### config.mk
export PLATFORM = sky130hd
export DESIGN_NAME = tqpr_seq
export DESIGN_NICKNAME = d
export VERILOG_FILES = /design/src/design/tqpr_pkg.sv /design/src/design/tqpr_seq.sv
export SDC_FILE = /design/constraint.sdc
export NUM_CORES = 1
export LEC_CHECK = 0
export BUFFER_PORTS_ARGS = -buffer_cell sky130_fd_sc_hd__buf_2
export CAP_MARGIN = 20
export CORE_MARGIN = 5
export CORE_UTILIZATION = 51
export DETAILED_ROUTE_END_ITERATION = 7
export PLACE_DENSITY = 0.76
export RECOVER_POWER = 25
export SLEW_MARGIN = 15
export SYNTH_ARGS = -nofsm -noshare
export SYNTH_HDL_FRONTEND = slang
export SYNTH_SLANG_ARGS = --single-unit
### constraint.sdc
create_clock -name clock -period 3.68 [get_ports clock]
set_clock_uncertainty 0.2 [all_clocks]
set_input_delay 0.368 -clock clock [delete_from_list [all_inputs] [get_ports clock]]
set_output_delay 0.368 -clock clock [all_outputs]
set_load 0.01 [all_outputs]
### src/design/tqpr_pkg.sv
`default_nettype none

package tqpr_pkg;

   localparam int unsigned FRAMES_DEFAULT = 1024;
   localparam int unsigned FRAME_W        = 10;
   localparam int unsigned LIMIT_W        = 11;
   localparam int unsigned SOURCE_W       = 2;
   localparam int unsigned LIMIT_MAX      = 2047;

   // request codes
   localparam logic FUNC_REF   = 1'b0;
   localparam logic FUNC_EVICT = 1'b1;

   // victim source codes
   localparam logic [SOURCE_W-1:0] SRC_PROB = 2'd0;
   localparam logic [SOURCE_W-1:0] SRC_MAIN = 2'd1;
   localparam logic [SOURCE_W-1:0] SRC_NONE = 2'd2;

   typedef enum logic [1:0] {
      CLASS_NONE = 2'd0,
      CLASS_PROB = 2'd1,
      CLASS_MAIN = 2'd2
   } class_type;

   typedef enum logic [2:0] {
      ST_CLEAR,
      ST_READY,
      ST_READ,
      ST_UNLINK,
      ST_APPEND,
      ST_LINK,
      ST_RETIRE
   } state_type;

   // per-field write enables of the frame memory
   typedef struct packed {
      logic cls;
      logic nxt;
      logic prv;
   } mem_we_type;

endpackage

`default_nettype wire

### src/design/tqpr_seq.sv
`default_nettype none

module tqpr_seq #(
   parameter int unsigned FRAMES = tqpr_pkg::FRAMES_DEFAULT
) (
   input  wire                                  clock,
   input  wire                                  reset,
   input  wire                                  req_valid,
   output logic                                 req_ready,
   input  wire                                  req_func,
   input  wire [tqpr_pkg::FRAME_W-1:0]          req_frame,
   output logic                                 rsp_valid,
   input  wire                                  rsp_ready,
   output logic [tqpr_pkg::FRAME_W-1:0]         rsp_victim,
   output logic [tqpr_pkg::SOURCE_W-1:0]        rsp_victim_source,
   input  wire                                  csr_valid,
   input  wire [tqpr_pkg::LIMIT_W-1:0]          csr_probation_limit,
   output tqpr_pkg::mem_we_type                 mem_we,
   output logic [$clog2(FRAMES)-1:0]            mem_wr_addr,
   output tqpr_pkg::class_type                  mem_wr_class,
   output logic [$clog2(FRAMES+1)-1:0]          mem_wr_next,
   output logic [$clog2(FRAMES+1)-1:0]          mem_wr_prev,
   output logic                                 mem_rd_en,
   output logic [$clog2(FRAMES)-1:0]            mem_rd_addr,
   input  wire tqpr_pkg::class_type             mem_rd_class,
   input  wire [$clog2(FRAMES+1)-1:0]           mem_rd_next,
   input  wire [$clog2(FRAMES+1)-1:0]           mem_rd_prev
);
   import tqpr_pkg::*;

   localparam int unsigned IW = $clog2(FRAMES);
   localparam int unsigned LW = $clog2(FRAMES + 1);
   localparam logic [LW-1:0] NIL = LW'(FRAMES);
   localparam logic [IW-1:0] LAST = IW'(FRAMES - 1);
   localparam int unsigned LIMIT_RAW = FRAMES / 10;
   localparam int unsigned LIMIT_RESET = (LIMIT_RAW == 0) ? 1 :
                                         ((LIMIT_RAW > LIMIT_MAX) ? LIMIT_MAX : LIMIT_RAW);

   state_type            state_ff, state_in;
   logic [IW-1:0]        clr_ff, clr_in;
   logic                 func_ff, func_in;
   logic [IW-1:0]        item_ff, item_in;
   logic                 sel_main_ff, sel_main_in;
   logic [SOURCE_W-1:0]  src_ff, src_in;
   logic [LW-1:0]        old_tail_ff, old_tail_in;
   logic [LW-1:0]        prob_head_ff, prob_head_in;
   logic [LW-1:0]        prob_tail_ff, prob_tail_in;
   logic [LW-1:0]        main_head_ff, main_head_in;
   logic [LW-1:0]        main_tail_ff, main_tail_in;
   logic [LW-1:0]        prob_cnt_ff, prob_cnt_in;
   logic [LW-1:0]        main_cnt_ff, main_cnt_in;
   logic [LIMIT_W-1:0]   limit_ff, limit_in;
   logic                 rsp_valid_ff, rsp_valid_in;
   logic [FRAME_W-1:0]   rsp_victim_ff, rsp_victim_in;
   logic [SOURCE_W-1:0]  rsp_src_ff, rsp_src_in;

   logic                 prob_live;
   logic                 main_live;
   logic                 req_in_range;
   logic [IW-1:0]        req_idx;
   logic [LW-1:0]        ev_victim;
   logic [SOURCE_W-1:0]  ev_src;
   logic                 ev_main;
   logic                 rd_sel_main;

   assign prob_live    = (prob_head_ff < NIL);
   assign main_live    = (main_head_ff < NIL);
   assign req_in_range = (32'(req_frame) < 32'(FRAMES));
   assign req_idx      = IW'(req_frame);
   assign rd_sel_main  = (func_ff == FUNC_REF) ? (mem_rd_class != CLASS_PROB) : sel_main_ff;

   // victim choice from the queue heads and counts
   always_comb begin
      ev_victim = '0;
      ev_src    = SRC_NONE;
      ev_main   = 1'b0;
      if ((32'(prob_cnt_ff) > 32'(limit_ff)) && prob_live) begin
         ev_victim = prob_head_ff;
         ev_src    = SRC_PROB;
      end else if (main_live) begin
         ev_victim = main_head_ff;
         ev_src    = SRC_MAIN;
         ev_main   = 1'b1;
      end else if (prob_live) begin
         ev_victim = prob_head_ff;
         ev_src    = SRC_PROB;
      end
   end

   always_comb begin
      state_in      = state_ff;
      clr_in        = clr_ff;
      func_in       = func_ff;
      item_in       = item_ff;
      sel_main_in   = sel_main_ff;
      src_in        = src_ff;
      old_tail_in   = old_tail_ff;
      prob_head_in  = prob_head_ff;
      prob_tail_in  = prob_tail_ff;
      main_head_in  = main_head_ff;
      main_tail_in  = main_tail_ff;
      prob_cnt_in   = prob_cnt_ff;
      main_cnt_in   = main_cnt_ff;
      limit_in      = csr_valid ? csr_probation_limit : limit_ff;
      rsp_valid_in  = rsp_valid_ff && !rsp_ready;
      rsp_victim_in = rsp_victim_ff;
      rsp_src_in    = rsp_src_ff;
      req_ready     = 1'b0;
      mem_we        = '0;
      mem_wr_addr   = item_ff;
      mem_wr_class  = CLASS_NONE;
      mem_wr_next   = NIL;
      mem_wr_prev   = NIL;
      mem_rd_en     = 1'b0;
      mem_rd_addr   = req_idx;

      case (state_ff)
         ST_CLEAR: begin
            mem_we      = '{cls: 1'b1, nxt: 1'b1, prv: 1'b1};
            mem_wr_addr = clr_ff;
            clr_in      = clr_ff + 1'b1;
            if (clr_ff == LAST) begin
               state_in = ST_READY;
            end
         end
         ST_READY: begin
            req_ready = 1'b1;
            if (req_valid) begin
               func_in = req_func;
               if (req_func == FUNC_EVICT) begin
                  item_in     = ev_victim[IW-1:0];
                  src_in      = ev_src;
                  sel_main_in = ev_main;
                  mem_rd_en   = 1'b1;
                  mem_rd_addr = ev_victim[IW-1:0];
                  state_in    = ST_READ;
               end else if (req_in_range) begin
                  item_in     = req_idx;
                  mem_rd_en   = 1'b1;
                  state_in    = ST_READ;
               end
            end
         end
         ST_READ: begin
            if ((func_ff == FUNC_REF) && (mem_rd_class == CLASS_NONE)) begin
               // new frame joins the probationary tail
               mem_we       = '{cls: 1'b1, nxt: 1'b1, prv: 1'b1};
               mem_wr_class = CLASS_PROB;
               mem_wr_prev  = prob_live ? prob_tail_ff : NIL;
               old_tail_in  = prob_live ? prob_tail_ff : NIL;
               if (!prob_live) begin
                  prob_head_in = LW'(item_ff);
               end
               prob_tail_in = LW'(item_ff);
               prob_cnt_in  = prob_cnt_ff + 1'b1;
               state_in     = ST_LINK;
            end else if ((func_ff == FUNC_EVICT) && (src_ff == SRC_NONE)) begin
               state_in = ST_RETIRE;
            end else begin
               // unlink, forward half: predecessor's next or the queue head
               sel_main_in = rd_sel_main;
               if (mem_rd_prev < NIL) begin
                  mem_we.nxt  = 1'b1;
                  mem_wr_addr = mem_rd_prev[IW-1:0];
                  mem_wr_next = mem_rd_next;
               end else if (rd_sel_main) begin
                  main_head_in = mem_rd_next;
               end else begin
                  prob_head_in = mem_rd_next;
               end
               state_in = ST_UNLINK;
            end
         end
         ST_UNLINK: begin
            // unlink, backward half: successor's prev or the queue tail
            if (mem_rd_next < NIL) begin
               mem_we.prv  = 1'b1;
               mem_wr_addr = mem_rd_next[IW-1:0];
               mem_wr_prev = mem_rd_prev;
            end else if (sel_main_ff) begin
               main_tail_in = mem_rd_prev;
            end else begin
               prob_tail_in = mem_rd_prev;
            end
            if (sel_main_ff) begin
               if (main_cnt_ff != '0) begin
                  main_cnt_in = main_cnt_ff - 1'b1;
               end
            end else if (prob_cnt_ff != '0) begin
               prob_cnt_in = prob_cnt_ff - 1'b1;
            end
            state_in = (func_ff == FUNC_REF) ? ST_APPEND : ST_RETIRE;
         end
         ST_APPEND: begin
            mem_we       = '{cls: 1'b1, nxt: 1'b1, prv: 1'b1};
            mem_wr_class = CLASS_MAIN;
            mem_wr_prev  = main_live ? main_tail_ff : NIL;
            old_tail_in  = main_live ? main_tail_ff : NIL;
            if (!main_live) begin
               main_head_in = LW'(item_ff);
            end
            main_tail_in = LW'(item_ff);
            main_cnt_in  = main_cnt_ff + 1'b1;
            state_in     = ST_LINK;
         end
         ST_LINK: begin
            if (old_tail_ff < NIL) begin
               mem_we.nxt  = 1'b1;
               mem_wr_addr = old_tail_ff[IW-1:0];
               mem_wr_next = LW'(item_ff);
            end
            state_in = ST_READY;
         end
         ST_RETIRE: begin
            if (!rsp_valid_ff || rsp_ready) begin
               mem_we        = '{cls: 1'b1, nxt: 1'b1, prv: 1'b1};
               rsp_valid_in  = 1'b1;
               rsp_victim_in = FRAME_W'(item_ff);
               rsp_src_in    = src_ff;
               state_in      = ST_READY;
            end
         end
         default: begin
            state_in = ST_READY;
         end
      endcase
   end

   always_ff @(posedge clock) begin
      if (reset) begin
         state_ff     <= ST_CLEAR;
         clr_ff       <= '0;
         prob_head_ff <= NIL;
         prob_tail_ff <= NIL;
         main_head_ff <= NIL;
         main_tail_ff <= NIL;
         prob_cnt_ff  <= '0;
         main_cnt_ff  <= '0;
         limit_ff     <= LIMIT_W'(LIMIT_RESET);
         rsp_valid_ff <= 1'b0;
      end else begin
         state_ff     <= state_in;
         clr_ff       <= clr_in;
         prob_head_ff <= prob_head_in;
         prob_tail_ff <= prob_tail_in;
         main_head_ff <= main_head_in;
         main_tail_ff <= main_tail_in;
         prob_cnt_ff  <= prob_cnt_in;
         main_cnt_ff  <= main_cnt_in;
         limit_ff     <= limit_in;
         rsp_valid_ff <= rsp_valid_in;
      end
   end

   always_ff @(posedge clock) begin
      func_ff       <= func_in;
      item_ff       <= item_in;
      sel_main_ff   <= sel_main_in;
      src_ff        <= src_in;
      old_tail_ff   <= old_tail_in;
      rsp_victim_ff <= rsp_victim_in;
      rsp_src_ff    <= rsp_src_in;
   end

   assign rsp_valid         = rsp_valid_ff;
   assign rsp_victim        = rsp_victim_ff;
   assign rsp_victim_source = rsp_src_ff;

endmodule

`default_nettype wire

# == After elaboration in Yosys (flattened, before gate mapping) ==
# Index checks and enable logic that the tools add are counted.
# Widths: inputs -> output; s select.
# word_totals
word_cells,161
output_inout_bits,62
reg_bits,117
in_bits,51
# classes
magnitude_cmp,6
add_sub_neg,3
reduce_logical,27
muxes,80
bitwise,1
n_eq_ne,27
# ops
operator,n
$mux 11,27
$pmux 11 s2,6
$mux 10,11
$lt 11x11->1 const B,5
$pmux 10 s4,1
$ne 2x2->1 const B,17
$pmux 11 s3,1
$mux 1,20
$mux 3,6
$pmux 3 s6,1
$add 11x1->11 const B,1
$gt 11x11->1,1
$reduce_bool 11->1,1
$sub 11x1->11 const B,1
$add 10x1->10 const B,1
$eq 10x10->1 const B,1
$reduce_and 5->1,2
$eq 3x3->1 const B,3
$reduce_and 3->1,3
$pmux 1 s4,2
$reduce_and 4->1,2
$reduce_bool 2->1,4
$eq 3x2->1 const B,2
$reduce_and 2->1,3
other kinds (15),22

# == Logic depth before layout (Yosys ltp) ==
# Gate-level depths: netlist (run 1).
# depth
word_depth,7
depth_mapped,13
depth_no_buf,10

# == Worst setup path before layout (run 1) ==
# Ideal clock, no wire load.
# synth_timing
path_kind,flip-flop to flip-flop
from,register state_ff[0]
to,register prob_cnt_ff[10]
arrival_ns,3.154
path_slack_ns,0.202
stages_incl_launch_ff,14
path_buffers,3
synth_period_minus_slack_ns,3.478
required_ns,3.357
setup_ns,0.123
cell_sequence,dfxtp_1 -> buf_6 -> inv_4 -> or3_1 -> buf_6 -> clkinv_4 -> clkbuf_1 -> ha_1 -> nor2b_1 -> o31a_1 -> o31a_1 -> o21ai_0 -> mux2i_1 -> mux2_1
# synth_between
elab_chain_cells,3
word_cells_on_any_way,8
classes_between,5 x eq/ne; 1 x mux; 2 x reduce/logical
# synth_lines
element,line_no,rtl
from (decl),tqpr_seq.sv:39,"state_type state_ff, state_in;"
from (signal assigned),tqpr_seq.sv:242,state_ff <= state_in;
$eq 3x2->1,tqpr_seq.sv:117,case (state_ff)
$ne 2x2->1 (no source line) / $reduce_bool 2->1 (equally long branches),-,
$reduce_and 4->1 (no source line),-,
to (signal assigned),tqpr_seq.sv:248,prob_cnt_ff <= prob_cnt_in;
to (decl),tqpr_seq.sv:50,"logic [LW-1:0] prob_cnt_ff, prob_cnt_in;"
# Several ways; a longest one is shown, not always the timed one.
# A chain may end at the register's enable or synchronous reset.

# == Final worst setup path (run 1) ==
# layout_timing
from,register state_ff[1]
to,register prob_cnt_ff[10]
# The elaborated chain is that of the path after synthesis.

==> results of run 1 <==
## flip-flops by register name (all words and copies together) (netlist names), 2 cells and up
name and flops:
limit_ff 11, main_head_ff 11, main_tail_ff 11, old_tail_ff 11
prob_cnt_ff 11, prob_head_ff 11, prob_tail_ff 11, clr_ff 10
item_ff 10, rsp_victim 10, state_ff 3, rsp_victim_source 2
src_ff 2
## layout make-up
cell class	instances	area (sq um)	area share (%)
clock buffer	25	527	6.62
multi-input combinational	532	3440	43.2
timing repair buffer	139	754	9.48
inverter	50	195	2.45
sequential	117	2710	34.1
clock inverter	7	114	1.43
tap	172	215	2.70
## cells in the mapped netlist, drive strengths merged (10+ instances only)
cell / number
dfxtp: 80
a222oi: 10
clkbuf: 38
ha: 21
mux2i: 20
a21oi: 43
nor3: 14
a221o: 27
a311oi: 19
a211oi: 25
a22o: 22
inv: 49
nand3: 22
edfxtp: 37
nor2: 104
buf: 18
and3: 19
nand2: 74
o211ai: 16
o21ai: 17
## kinds of logic after synthesis
family                     after synthesis  share of synthesized area, %
and+or+nand+nor                        266                          18.3
AOI/OAI and AO/OA                      210                          24.5
DFF                                    117                          41.3
buffers and inverters                  106                          6.65
muxes                                   22                          3.39
adders and majority gates               22                          4.30
xor gates and xnor gates                12                          1.60
## metal layers
metal / GRT usage (%) / up-vias
met4: 10.2 / 0
met1: 37.6 / 2999
met5: 0 / -
met2: 40.3 / 416
li1: - / 3002
met3: 4.94 / 35
## per-stage QoR
step,hold slack (ns),setup WS [ns]
finish,0.0109,0.213
global route,0.0129,0.0177
CTS,0.000654,0.257
detailed placement,0.236,0.289
global placement,0.228,0.376
floorplan,0.217,0.202
## worst min-delay path, stage by stage
cell     delay, ns
buf_2         0.08
mux2i_1       0.06
nor2_1        0.08
## worst paths after layout
kind,to,depth (start not counted)
setup / recovery,prob_cnt_ff[10]$_SDFFE_PP0P_,10
hold / removal,limit_ff[7]$_SDFFE_PP0P_,3
setup reg to reg,prob_cnt_ff[10]$_SDFFE_PP0P_,10
hold reg to reg,rsp_victim_source[0]$_DFFE_PP_,0
## power breakdown
part / leakage (uW) / internal, uW / switching [uW]
sequential: 0.000974 / 1340 / 7.70
combinational: 0.00208 / 68.9 / 96.2
clock: 0.000318 / 1190 / 562
==> reports/metrics.csv, run 1 <==
stage,metric,value,unit
final_layout,final_util,63.0,%
critical_path,endpoint_kind,flop,
critical_path,reg2reg_from,state_ff[1]$_SDFFE_PP0P_,
global_route,antenna_found_initial,0,
synth,avgSynthCellArea,8.70,sq um
clock_tree,htree_levels,4,
final_layout,drive_gt1_share,18.0,%
sta,tightest_slew,1.31,ns
critical_path,crit_chain,"inv_2, or3_1, clkinv_4, ha_1, nor2b_1, o31a_1, o31a_1, o21ai_0, mux2i_1, mux2_1",
job,max_cap_violations,0,
clock_tree,clk_latency,0.42,ns
pwr,powerDensity,410,nW/um^2
clock_tree,cts_buffers,17,
drt,totalWireLength,20100,um
final_layout,area_growth,21.1,%
drt,dr.max_layer_used,met4,
sta,hold_viol,0,
drt,wire_per_inst,19.3,um
critical_path,rrSetupSlack,0.21,ns
critical_path,cp.arrival,3.57,ns
critical_path,crit_start,state_ff[1]$_SDFFE_PP0P_,
critical_path,path_delay_family,compound AO/OA/AOI/OAI gates,
synth,ys.warnings.count,0,
critical_path,worstSetupPathType,flop to flop,
die,coreArea,12600,sq um
sta,post-route-period-util,94.2,%
critical_path,cp_common_cell,o31a_1,
drt,drc,0,
final_layout,layout_commonest_cell,nor2_1,
synth,ys.flop_type,dfxtp_1,
sta,setup_viol,0,
global_route,grt.total_usage,26.6,%
sta,period_needed,3.47,ns
drt,wl_met3,2070,um
die,die_w,123,um
drt,vias,6452,
final_layout,nets,930,
drt,ant_nets,0,
sta,grt_setup_unrepaired,false,
sta,finalMaxSlewViolations,0,
die,fp.dieArea,15200,sq um
clock_tree,clock-root-buffer,clkbuf_16,
synth,synth_top_area_share,24.4,%
final_layout,layout_common_cells,"103 x nor2_1, 97 x buf_2, 80 x dfxtp_1",
clock_tree,postCtsHoldBufs,7,
clock_tree,clk_path_buf_depth,2,
global_route,grt_pass1_wl,31300,um
min_path,hold_start,csr_probation_limit[7],
critical_path,worstSetupStartpointType,flop,
global_route,grt_max_degree,49,
placed_design,dpl_cell_area,7270,sq um
drt,dr_wl_met2,8920,um
die,io-pin-count,113,
global_route,grt_pass1_vias,6087,
placed_design,gp_congestion,0.970,
final_layout,stdcell_area,7960,sq um
die,start_util,52.1,%
run_status,status,finished clean,
sta,fmax,288,MHz
pwr,peakVddDrop,0.281,mV
drt,drt_iter0_markers,1050,
die,rows,41,
drt,wl_met1,8740,um
synth,synth-edff-count,37,
sta,slew_headroom,12.6,%
pwr,leakagePower,0.00337,uW
clock_tree,cts_tree,done,
critical_path,cp.required,3.78,ns
pwr,total_power,3260,uW
critical_path,crit_fanout,24,
placed_design,dp_hpwl,14400,um
clock_tree,cts_resized,0,
synth,synth_fp_nets,828,
final_layout,fillers,1087,
synth,syn-cell-area,6570,sq um
synth,ys_ff_latch,117,
drt,drt_pass1_iterations,6,
synth,netlist_top_cells_area,"dfxtp_1 24%, edfxtp_1 17%, nor2_1 5.9%",
drt,avgViaCountPerCell,6.19,
synth,yosysSeqAreaShare,41.3,%
clock_tree,post_cts_buffers,0,
global_route,grt_overflow,0,
clock_tree,clk_pin_slew,0.05,ns
final_layout,num_antenna_cells,0,
placed_design,dp_cells,1003,
min_path,worst_hold_path_type,input port to flop,
synth,async_flop_share,0,%
synth,synth.distinct_cells,64,
die,dieHeight,123,um
synth,syn_inst,755,
synth,synth_top_cell_by_area,dfxtp_1,
critical_path,cp_num_buf_inv,2,
critical_path,slowest_delay,0.56,ns
final_layout,fin_cells,1042,
sta,fin_setup_tns,0,ns
critical_path,slowest_stage,dfxtp_1,
clock_tree,cts_sinks,117,
placed_design,numPortBuffers,112,
(Power assumes the default switching activity.)
==> inputs of run 2 (changes only) <==
- CORE_UTILIZATION: 51 -> 45
- PLACE_DENSITY: 0.76 -> 0.69
==> reports/metrics.csv, run 2 (synthesis results as in run 1) <==
stage,metric,value,unit,change
die,start_util,45.5,%,-6.5 points
sta,finalMaxSlewViolations,0,,unchanged
pwr,leakagePower,0.00334,uW,-0.92%
die,dieHeight,131,um,+5.9%
sta,setup_viol,0,,unchanged
sta,fin_setup_tns,0,ns,unchanged
pwr,peakVddDrop,0.265,mV,-5.6%
global_route,grt_pass1_vias,5792,,-4.8%
clock_tree,htree_levels,4,,unchanged
sta,slew_headroom,18.9,%,+6.3 points
job,max_cap_violations,0,,unchanged
min_path,worst_hold_path_type,input port to flop,,
clock_tree,cts_sinks,117,,unchanged
critical_path,cp_common_cell,nand2_1,,
critical_path,cp.required,3.11,ns,-0.67 ns
pwr,powerDensity,374,nW/um^2,-8.9%
sta,fmax,291,MHz,+1.0%
clock_tree,clk_path_buf_depth,2,,unchanged
placed_design,dp_hpwl,14000,um,-2.8%
critical_path,worstSetupStartpointType,flop,,
sta,hold_viol,0,,unchanged
placed_design,dp_cells,1017,,+1.4%
clock_tree,cts_buffers,17,,unchanged
global_route,grt_pass1_wl,29900,um,-4.7%
clock_tree,cts_tree,done,,
drt,drt_iter0_markers,732,,-30%
drt,avgViaCountPerCell,5.91,,-4.5%
global_route,grt_max_degree,57,,+16%
die,coreArea,14400,sq um,+14%
final_layout,fin_cells,1058,,+1.5%
sta,period_needed,3.43,ns,-0.0343 ns
sta,tightest_slew,1.22,ns,-0.0943 ns
critical_path,slowest_stage,dfxtp_1,,
die,fp.dieArea,17100,sq um,+12%
global_route,antenna_found_initial,0,,unchanged
drt,drt_pass1_iterations,7,,+1
placed_design,gp_congestion,0.900,,-7.3%
final_layout,area_growth,20.1,%,
final_layout,nets,935,,+0.54%
run_status,status,finished clean,,
drt,totalWireLength,19100,um,-4.9%
drt,drc,0,,unchanged
global_route,grt.total_usage,22.3,%,-4.3 points
drt,ant_nets,0,,unchanged
sta,post-route-period-util,93.3,%,-0.93 points
clock_tree,clk_pin_slew,0.05,ns,about the same
placed_design,numPortBuffers,112,,unchanged
clock_tree,clock-root-buffer,clkbuf_16,,
critical_path,worstSetupPathType,flop to output port,,
critical_path,crit_chain,"nand2_1, nor3_2, nand2_1, inv_1, nand2b_1, o211ai_1, buf_2",,
die,io-pin-count,113,,unchanged
drt,wire_per_inst,18.1,um,-6.4%
die,die_w,131,um,+5.9%
sta,grt_setup_unrepaired,false,,
final_layout,drive_gt1_share,18.2,%,+0.15 points
final_layout,layout_commonest_cell,nor2_1,,
sta,hold_ws,0.0221,ns,+0.0112 ns
drt,vias,6254,,-3.1%
final_layout,fillers,1364,,+25%
die,rows,44,,+7.3%
critical_path,cp.arrival,2.86,ns,-0.71 ns
global_route,grt_overflow,0,,unchanged
final_layout,num_antenna_cells,0,,unchanged
clock_tree,clk_latency,0.42,ns,about the same
critical_path,crit_fanout,13,,-46%
final_layout,layout_common_cells,"103 x nor2_1, 97 x buf_2, 80 x dfxtp_1",,
critical_path,slowest_delay,0.51,ns,-0.05 ns
critical_path,endpoint_kind,output port,,
clock_tree,cts_resized,0,,unchanged
clock_tree,post_cts_buffers,0,,unchanged
[run 2: cell count changes in the layout (fill, tap and decap cells not counted), sizes merged]
| cell | change |
|---|---|
| clkinv | +6 |
| bufinv | -3 |
| clkbuf | -5 |
| buf | +2 |
| inv | +1 |
| dlygate4sd3 | +3 |
[run 2: path summary, 6_finish.rpt]
kind         slack (ns)  depth (start not counted)                              to                startpoint
min                0.02                          3        limit_ff[7]$_SDFFE_PP0P_    csr_probation_limit[7]
min reg2reg        0.24                          0  rsp_victim_source[0]$_DFFE_PP_   src_ff[0]$_SDFFCE_PP0P_
max reg2reg        0.41                         10    prob_cnt_ff[10]$_SDFFE_PP0P_  state_ff[1]$_SDFFE_PP0P_
max                0.25                          7                  mem_rd_addr[7]  state_ff[0]$_SDFFE_PP0P_
[run 2: worst max-delay path, delay by kind of cell, from the launching register on]
family,cells,cell delay [ns]
buf+inv,2,0.59
compound gates,1,0.30
flops,1,0.51
simple gates,4,1.04
[run 2: layout make-up]
cell class,instances,area [sq um],share of cell area (%)
multi-input cells,532,3440,43.6
flip-flops and latches,117,2710,34.4
repair buffers,144,801,10.2
clock buffers,20,447,5.66
well taps,184,230,2.92
inverters,50,195,2.47
clock inverters,11,63.8,0.809
[run 2: per-layer routing]
metal  routed length, um  global-route usage, %  part of all wire [%]
met4                 386                   7.32                   2.0
met5                   0                      0                     0
met2                8190                   33.1                    43
met3                1770                   4.72                   9.2
met1                8790                   32.4                    46
[run 2: timing repair]
action | 4_1_cts | 5_1_grt
endpoints found under the setup margin | 0 | 0
hold buffers | 10 | 0
endpoints found under the hold margin | 10 | 0
[run 2: where the power goes]
group | internal (uW) | switching, uW
clock network | 862 | 576
logic | 70.6 | 95.7
registers | 1340 | 7.31
total | 2270 | 679
[run 2: stage by stage]
stage / util [%] / power [uW] / instance area (sq um) / setup slack (ns)
after floorplan: - / 1460 / 6570 / 0.202
after global placement: 50.6 / 1520 / 7300 / 0.513
after detailed placement: 50.6 / 1530 / 7300 / 0.429
after CTS: 54.9 / 2960 / 7910 / 0.293
after global routing: 54.7 / 3040 / 7890 / 0.0315
final: 54.7 / 2950 / 7890 / 0.247
==> inputs of run 3 (changes only) <==
- CORE_UTILIZATION: 45 -> 40
- HOLD_SLACK_MARGIN: unset -> 0.1
- PLACE_DENSITY: 0.69 -> unset
==> reports/metrics.csv, run 3 (synthesis results as in run 1) <==
stage,metric,value,unit,change
sta,setup_viol,0,,unchanged
sta,finalMaxSlewViolations,46,,+46
sta,hold_viol,0,,unchanged
critical_path,endpoint_kind,flop,,
global_route,grt_max_degree,46,,-19%
critical_path,cp_num_buf_inv,2,,unchanged
drt,ant_nets,0,,unchanged
clock_tree,clk_latency,0.41,ns,about the same
clock_tree,clock-root-buffer,clkbuf_16,,
clock_tree,cts_buffers,17,,unchanged
final_layout,layout_common_cells,"103 x nor2_1, 97 x buf_2, 80 x dfxtp_1",,
critical_path,crit_chain,"inv_2, or3_1, clkinv_4, ha_1, nor2b_1, o31a_1, o31a_1, o21ai_0, mux2i_1, mux2_1",,
critical_path,slowest_delay,0.56,ns,+0.05 ns
run_status,violations,"DRC, capacitance limit, slew limit",,
critical_path,crit_fanout,24,,+11
run_status,status,finished with violations,,
drt,wire_per_inst,18.8,um,+4.1%
final_layout,nets,967,,+3.4%
clock_tree,htree_levels,4,,unchanged
global_route,grt_pass1_vias,6096,,+5.2%
placed_design,numPortBuffers,112,,unchanged
pwr,switching_share,21.4,%,-1.6 points
final_layout,final_util,51.9,%,-2.7 points
die,start_util,41.1,%,-4.5 points
global_route,grt_overflow,0,,unchanged
pwr,seq_power_share,42.6,%,-3.0 points
drt,avgViaCountPerCell,5.74,,-2.9%
critical_path,cp.required,3.77,ns,+0.66 ns
drt,totalWireLength,21100,um,+11%
die,io-pin-count,113,,unchanged
die,coreArea,16000,sq um,+11%
clock_tree,cts_tree,done,,
drt,drt_pass1_iterations,8,,+1
drt,vias,6446,,+3.1%
pwr,pwr-share-comb,6.2,%,+0.6 points
global_route,antenna_found_initial,0,,unchanged
die,fp.dieArea,19100,sq um,+12%
global_route,grt.total_usage,21.5,%,-0.77 points
final_layout,layout_commonest_cell,nor2_1,,
drt,drc,3,,+3
sta,period_needed,3.45,ns,+0.0121 ns
clock_tree,clk_path_buf_depth,2,,unchanged
die,dieHeight,138,um,+5.6%
placed_design,gp_congestion,0.922,,+2.4%
pwr,switchingPower,677,uW,-0.37%
die,die_w,138,um,+5.6%
critical_path,cp_common_cell,o31a_1,,
pwr,power.share.clock,51.2,%,+2.4 points
final_layout,drive_gt1_share,17.1,%,-1.1 points
sta,slew_headroom,-32.1,%,-51 points
pwr,peakVddDrop,0.329,mV,+24%
sta,fmax,290,MHz,-0.35%
drt,drt_iter0_markers,745,,+1.8%
critical_path,worstSetupStartpointType,flop,,
critical_path,path_delay_family,compound AO/OA/AOI/OAI gates,,
die,rows,46,,+4.5%
pwr,powerDensity,380,nW/um^2,+1.6%
final_layout,area_growth,26.5,%,
final_layout,num_antenna_cells,0,,unchanged
sta,tightest_slew,1.98,ns,+0.764 ns
clock_tree,clk_pin_slew,0.05,ns,about the same
sta,fin_setup_tns,0,ns,unchanged
critical_path,cp.arrival,3.54,ns,+0.68 ns
placed_design,dp_hpwl,15200,um,+9.1%
sta,post-route-period-util,93.6,%,+0.33 points
global_route,grt_pass1_wl,33600,um,+12%
pwr,p_int,2480,uW,+9.3%
clock_tree,cts_sinks,117,,unchanged
min_path,worst_hold_path_type,input port to flop,,
critical_path,slowest_stage,dfxtp_1,,
critical_path,worstSetupPathType,flop to flop,,
pwr,leakagePower,0.00348,uW,+4.0%
job,max_cap_violations,1,,+1
sta,grt_setup_unrepaired,false,,
run 3: power groups by stage:
| stage | Sequential (uW) | Combinational [uW] | Clock (uW) |
|---|---|---|---|
| 2_1_floorplan | 1370 | 88.1 | 0 |
| 3_3_place_gp | 1370 | 155 | 0 |
| 3_5_place_dp | 1370 | 158 | 0 |
| 4_1_cts | 1340 | 195 | 1630 |
| 5_1_grt | 1340 | 214 | 1700 |
| 6_report | 1340 | 195 | 1620 |
run 3: worst paths after layout:
path                            start                             end  slack [ns]  depth (start not counted)
max          state_ff[1]$_SDFFE_PP0P_    prob_cnt_ff[10]$_SDFFE_PP0P_        0.23                         10
min reg2reg   src_ff[0]$_SDFFCE_PP0P_  rsp_victim_source[0]$_DFFE_PP_        0.25                          0
min                   mem_rd_prev[10]   main_tail_ff[10]$_SDFFE_PP1P_        0.15                          3
max reg2reg  state_ff[1]$_SDFFE_PP0P_    prob_cnt_ff[10]$_SDFFE_PP0P_        0.23                         10
run 3: through the flow:
step                hold WS, ns  std cells  instance area (sq um)  power [uW]  setup slack, ns
CTS                       0.126       1123                   8340        3170            0.150
finish                    0.151       1123                   8310        3160            0.235
global placement          0.233       1049                   7340        1530            0.358
global route              0.154       1123                   8310        3260          0.00257
floorplan                 0.217        755                   6570        1460            0.202
detailed placement        0.245       1049                   7340        1530            0.260
run 3: final cells by class:
class / instances / area [sq um]
multi-input combinational: 532 / 3440
sequential: 117 / 2710
tap: 216 / 270
clock buffer: 20 / 437
fill: 1538 / 7690
inverter: 50 / 199
clock inverter: 12 / 136
timing repair buffer: 176 / 1120
run 3: metal layers:
| layer | GRT usage [%] | up-vias | wire length [um] |
|---|---|---|---|
| met3 | 4.97 | 34 | 1740 |
| met1 | 31.0 | 3007 | 9980 |
| met4 | 7.02 | 0 | 382 |
| li1 | - | 3068 | - |
| met2 | 31.9 | 337 | 9050 |
| met5 | 0 | - | 0 |
run 3: worst reg2reg max path: stages, from the launching register on:
cell and delay, ns:
dfxtp_1 0.56, inv_2 0.11, or3_1 0.42, clkinv_4 0.21
ha_1 0.30, nor2b_1 0.16, o31a_1 0.27, o31a_1 0.28
o21ai_0 0.25, mux2i_1 0.23, mux2_1 0.33
run 3: repair_timing:
item / 4_1_cts / 5_1_grt
hold buffers: 42 / 0
resized for setup: 0 / 1
setup buffers: 0 / 0
hold endpoints to repair: 42 / 0
endpoints found under the setup margin: 0 / 8
